File: src/design/present80_block_encrypt_unit_defines.svh
// Assertion macros shared by the encrypt unit RTL.
`ifndef PRESENT80_BLOCK_ENCRYPT_UNIT_DEFINES_SVH
`define PRESENT80_BLOCK_ENCRYPT_UNIT_DEFINES_SVH

// Concurrent check on an explicit clock and active-low reset.
`define PE80_ASSERT_CLK(lbl, clk, rst_n, prop, msg) \
  lbl: assert property (@(posedge clk) disable iff (!rst_n) prop) else $error(msg);

// Concurrent check on the unit clock and reset.
`define PE80_ASSERT(lbl, prop, msg) \
  `PE80_ASSERT_CLK(lbl, clk_i, rst_ni, prop, msg)

`endif

File: src/design/pe80_pkg.sv
// Types, constants and round functions for the PRESENT-80 encrypt unit.
package pe80_pkg;

  localparam int unsigned Rounds   = 31;
  localparam int unsigned RoundW   = $clog2(Rounds + 1);
  localparam int unsigned BlockW   = 64;
  localparam int unsigned NibbleN  = BlockW / 4;
  localparam int unsigned KeyW     = 80;
  localparam int unsigned KeyHighW = KeyW - BlockW;
  localparam int unsigned CfgIdxW  = 1;

  localparam logic [CfgIdxW-1:0] CfgKeyLow  = 1'b0;
  localparam logic [CfgIdxW-1:0] CfgKeyHigh = 1'b1;

  localparam logic [3:0] Sbox [16] = '{
    4'hC, 4'h5, 4'h6, 4'hB, 4'h9, 4'h0, 4'hA, 4'hD,
    4'h3, 4'hE, 4'hF, 4'h8, 4'h4, 4'h7, 4'h1, 4'h2
  };

  // Block and key schedule as they travel down the cell chain.
  typedef struct packed {
    logic [BlockW-1:0] blk;
    logic [KeyW-1:0]   key;
  } cell_data_t;

  function automatic logic [BlockW-1:0] round_key(input logic [KeyW-1:0] key);
    return key[KeyW-1 -: BlockW];
  endfunction

  function automatic logic [BlockW-1:0] sub_nibbles(input logic [BlockW-1:0] x);
    logic [BlockW-1:0] y;
    y = '0;
    for (int n = 0; n < NibbleN; n++) begin
      y[4*n +: 4] = Sbox[x[4*n +: 4]];
    end
    return y;
  endfunction

  // Bit i moves to 16*i mod 63; the top bit stays in place.
  // Since 64 = 1 mod 63, the target is the 6-bit index rotated left by 4.
  function automatic logic [BlockW-1:0] permute_bits(input logic [BlockW-1:0] x);
    logic [BlockW-1:0] y;
    logic [5:0]        src;
    logic [5:0]        dst;
    y = '0;
    for (int unsigned i = 0; i < BlockW; i++) begin
      src    = i[5:0];
      dst    = {src[1:0], src[5:2]};
      y[dst] = x[src];
    end
    return y;
  endfunction

endpackage

File: src/design/pe80_round_cell.sv
// One PRESENT round with its key schedule step, registered toward the next cell.
module pe80_round_cell import pe80_pkg::*; (
  input  logic              clk_i,
  input  logic              rst_ni,
  input  logic              valid_i,
  input  cell_data_t        data_i,
  input  logic [RoundW-1:0] round_i,
  output logic              valid_o,
  output cell_data_t        data_o
);

  logic              valid_q;
  cell_data_t        data_d;
  cell_data_t        data_q;
  logic [KeyW-1:0]   key_rot;

  always_comb begin
    data_d.blk = permute_bits(sub_nibbles(data_i.blk ^ round_key(data_i.key)));
    // rotate left by 61, substitute the top nibble, mix in the round count
    key_rot = {data_i.key[18:0], data_i.key[KeyW-1:19]};
    key_rot[KeyW-1 -: 4] = Sbox[key_rot[KeyW-1 -: 4]];
    data_d.key = key_rot ^ ({{(KeyW - RoundW){1'b0}}, round_i} << 15);
  end

  always_ff @(posedge clk_i or negedge rst_ni) begin
    if (!rst_ni) begin
      valid_q <= 1'b0;
    end else begin
      valid_q <= valid_i;
    end
  end

  always_ff @(posedge clk_i) begin
    data_q <= data_d;
  end

  assign valid_o = valid_q;
  assign data_o  = data_q;

endmodule
File: config.mk
export PLATFORM = sky130hd
export DESIGN_NAME = pe80_round_cell
export DESIGN_NICKNAME = d
export VERILOG_FILES = /design/src/design/present80_block_encrypt_unit_defines.svh /design/src/design/pe80_pkg.sv /design/src/design/pe80_round_cell.sv
export SDC_FILE = /design/constraint.sdc
export NUM_CORES = 1
export LEC_CHECK = 0
export ABC_CLOCK_PERIOD_IN_PS = 810
export BUFFER_PORTS_ARGS = -buffer_cell sky130_fd_sc_hd__clkbuf_2
export CAP_MARGIN = 10
export CORE_ASPECT_RATIO = 0.75
export CORE_MARGIN = 2
export CORE_UTILIZATION = 45
export CTS_CLUSTER_DIAMETER = 30
export CTS_CLUSTER_SIZE = 20
export DETAILED_ROUTE_END_ITERATION = 10
export GPL_TIMING_DRIVEN = 0
export PLACE_DENSITY = 0.88
export SLEW_MARGIN = 30
export SYNTH_ARGS = -nofsm -noshare
export SYNTH_HDL_FRONTEND = slang
export SYNTH_SLANG_ARGS = --single-unit
export TNS_END_PERCENT = 1
File: constraint.sdc
create_clock -name clk_i -period 0.81 [get_ports clk_i]
set_input_delay 0.0405 -clock clk_i [delete_from_list [all_inputs] [get_ports clk_i]]
set_output_delay 0.0405 -clock clk_i [all_outputs]
set_load 0.02 [all_outputs]
==> impl_metrics.json <==
{
  "grt_pass1_vias": 6285,
  "io_pins": 297,
  "htreeDepth": 4,
  "leakagePower_nw": 5.34,
  "synth.area.top_cells": "dfxtp_1 46%, ha_1 11%, mux4_2 6.5%",
  "synth-edff-count": 0,
  "numClockSinks": 145,
  "dieHeight_um": 106,
  "crit_buf_inv": 2,
  "io_buffers": 294,
  "viasPerCell": 5.43,
  "maxCapViolations": 0,
  "async_reset_ff_share_pct": 0.690,
  "instances_no_fill": 1088,
  "hold_viol": 4,
  "cp_common_cell": "mux2_2",
  "fin_crit_sh_pct": 131,
  "synth.top_cell.area_share_pct": 46.2,
  "power.share.clock_pct": 29.9,
  "slew_viol_final": 0,
  "drive_gt1_share_pct": 66.2,
  "place_congestion": 0.824,
  "critPathTopFamily": "multiplexers",
  "cts_hold_buf": 85,
  "die_width_um": 140,
  "dp_cells": 967,
  "cts.reportedPaths.clkPinSlew_ps": 70,
  "status": "finished with violations",
  "syn_area_sq_mm": 0.00624,
  "crit_arrival_ps": 1360,
  "max-slew-margin-rel_pct": 43.4,
  "whs_ps": -131,
  "end_kind": "register",
  "synth_top_area_cell": "dfxtp_1",
  "rsz0062_at_grt": "yes",
  "syn2layout_area_growth_pct": 92.2,
  "finalCriticalPeriod_ps": 1060,
  "yosys_warnings": 0,
  "grt-ovfl-total": 0,
  "power_switching_mw": 8.70,
  "drt_iter0_markers": 366,
  "grtUsageTotal_pct": 30.7,
  "first_pass_iters": 4,
  "ys_ff_latch": 145,
  "p_sw_share_pct": 32.5,
  "yosys.cell_types.count": 37,
  "place_area_sq_mm": 0.00828,
  "hp-class": "primary input to register",
  "synthCells": 498,
  "core_area_sq_mm": 0.0136,
  "preCtsSetupSlack_ps": -631,
  "nNetsFinal": 1105,
  "p_int_mw": 18.1,
  "clk_path_buf_depth": 2,
  "max_freq_mhz": 946,
  "root_buffer": "clkbuf_16",
  "p_per_area_mw_per_mm2": 2230,
  "diodes": 0,
  "ys_seq_area_share_pct": 46.6,
  "yosys-top-cells-count": "144 x dfxtp_1, 66 x inv_1, 53 x ha_1",
  "dieArea_sq_mm": 0.0148,
  "dr_total_vias": 5912,
  "ant_nets": 0,
  "cp_cell_sequence": "clkbuf_2 -> xnor2_4 -> inv_1 -> ha_4 -> mux2_2 -> mux2_2",
  "combinationalPowerShare_pct": 35.8,
  "setup_viol": 183,
  "grt_first_pass_wirelength_mm": 34.7,
  "power_frac_seq_pct": 34.3,
  "ir_drop_mv": 1.96,
  "rows": 37,
  "synth.avg_cell_area_sq_um": 12.5,
  "grt_max_degree": 17,
  "worst-slew-pin-transition_ps": 846,
  "cpPeakStageDelay_ps": 290,
  "synth_nets": 703,
  "fin_ws_ps": -248,
  "cts_made_buffers": 17,
  "antenna_found_initial": 0,
  "final_core_util_pct": 88.1,
  "initial_core_util_pct": 45.8,
  "worstSetupStartpointType": "primary input",
  "worstPathMaxFanout": 5,
  "dpl.hpwl_mm": 11.4,
  "violations": "negative hold slack, negative setup slack",
  "synth.most_common_cell": "dfxtp_1",
  "wire_per_inst_um": 24.2,
  "stdcell_area_sq_mm": 0.0120,
  "remaining_drc_errors": 0,
  "worstSetupPathType": "primary input to register",
  "routed_wl_mm": 26.4,
  "critPathRequiredTime_ps": 1110,
  "cts_tree": "built",
  "timing.critical_path.slowest_stage_cell": "mux2_2",
  "synthFlopType": "dfxtp_1"
}
what timing repair did:
item	in CTS	in global routing
pin swaps	31	8
endpoints found under the setup margin	169	188
gates resized for setup	476	182
setup buffers	0	4
hold endpoints to repair	83	4
layout make-up:
type	count	area, sq um
Sequential cell	145	3090
Inverter	67	254
Fill cell	505	1620
Timing Repair Buffer	383	3870
Tap cell	175	219
Buffer	2	27.5
Multi-Input combinational cell	284	3950
Clock inverter	13	138
Clock buffer	19	443
routing by layer:
metal / up-vias / global-route usage (%) / share of wire [%]
li1: 2505 / - / -
met2: 403 / 56.2 / 53
met1: 2909 / 32.5 / 34
met3: 95 / 9.23 / 9.0
met4: 0 / 14.0 / 4.4
met5: - / 0 / 0
path summary, 6_finish.rpt:
kind / slack [ps] / endpoint / start / cells past startpoint
min in group asynchronous: 510 / valid_o / rst_ni / 3
max: -250 / data_o[81] / data_i[85] / 6
max in group asynchronous: 170 / valid_o / rst_ni / 3
min: -130 / data_o[76] / data_i[17] / 2
sequential cells by signal, indices dropped and copies added, names as in the netlist:
register	cells
valid_o	1
data_o	144
cells in the final DEF (no fill, tap or decap), types with 2 or more instances in the layout:
cell / count
nand3_1: 11
buf_8: 144
nand2_1: 4
mux2_2: 5
o211ai_1: 10
o21a_1: 2
clkinv_2: 4
xor2_2: 12
clkbuf_8: 7
xor2_1: 11
clkbuf_4: 6
clkinv_4: 3
ha_4: 18
clkbuf_2: 136
clkinvlp_4: 3
xnor2_1: 21
xnor2_2: 10
ha_1: 34
inv_1: 55
o221a_2: 10
xor2_4: 16
xnor2_4: 19
mux4_2: 20
nor3_2: 2
mux2i_1: 39
nor3_1: 4
dfxtp_2: 144
clkbuf_16: 17
inv_2: 11
o21ai_0: 17
bufinv_16: 2
nor2_1: 2
dlygate4sd3_1: 85
buf_4: 5
cells by family after synthesis:
| family | count (synthesis) | share of synthesized area, % |
|---|---|---|
| fa+ha+maj | 53 | 10.6 |
| simple gates | 28 | 2.25 |
| xor+xnor | 89 | 15.3 |
| mux | 66 | 15.1 |
| flops | 145 | 46.6 |
| compound gates | 48 | 5.82 |
| buf+inv | 69 | 4.33 |
through the flow:
stage | power, mW | hold slack [ps] | TNS (ps)
2_1_floorplan | 12.4 | -255 | -9390
3_3_place_gp | 14.4 | -185 | -25580
3_5_place_dp | 14.6 | -173 | -27090
4_1_cts | 24.8 | -136 | -18100
5_1_grt | 27.4 | -124 | -22010
6_report | 26.7 | -131 | -18860
power groups by stage:
stage / clock, mW / combinational [mW] / sequential (mW)
after floorplan: 0 / 2.55 / 9.86
after global placement: 0 / 5.87 / 8.55
after detailed placement: 0 / 6.00 / 8.60
after CTS: 7.82 / 8.15 / 8.79
after global routing: 8.27 / 9.93 / 9.23
final: 8.00 / 9.57 / 9.18
(Power assumes the default switching activity.)
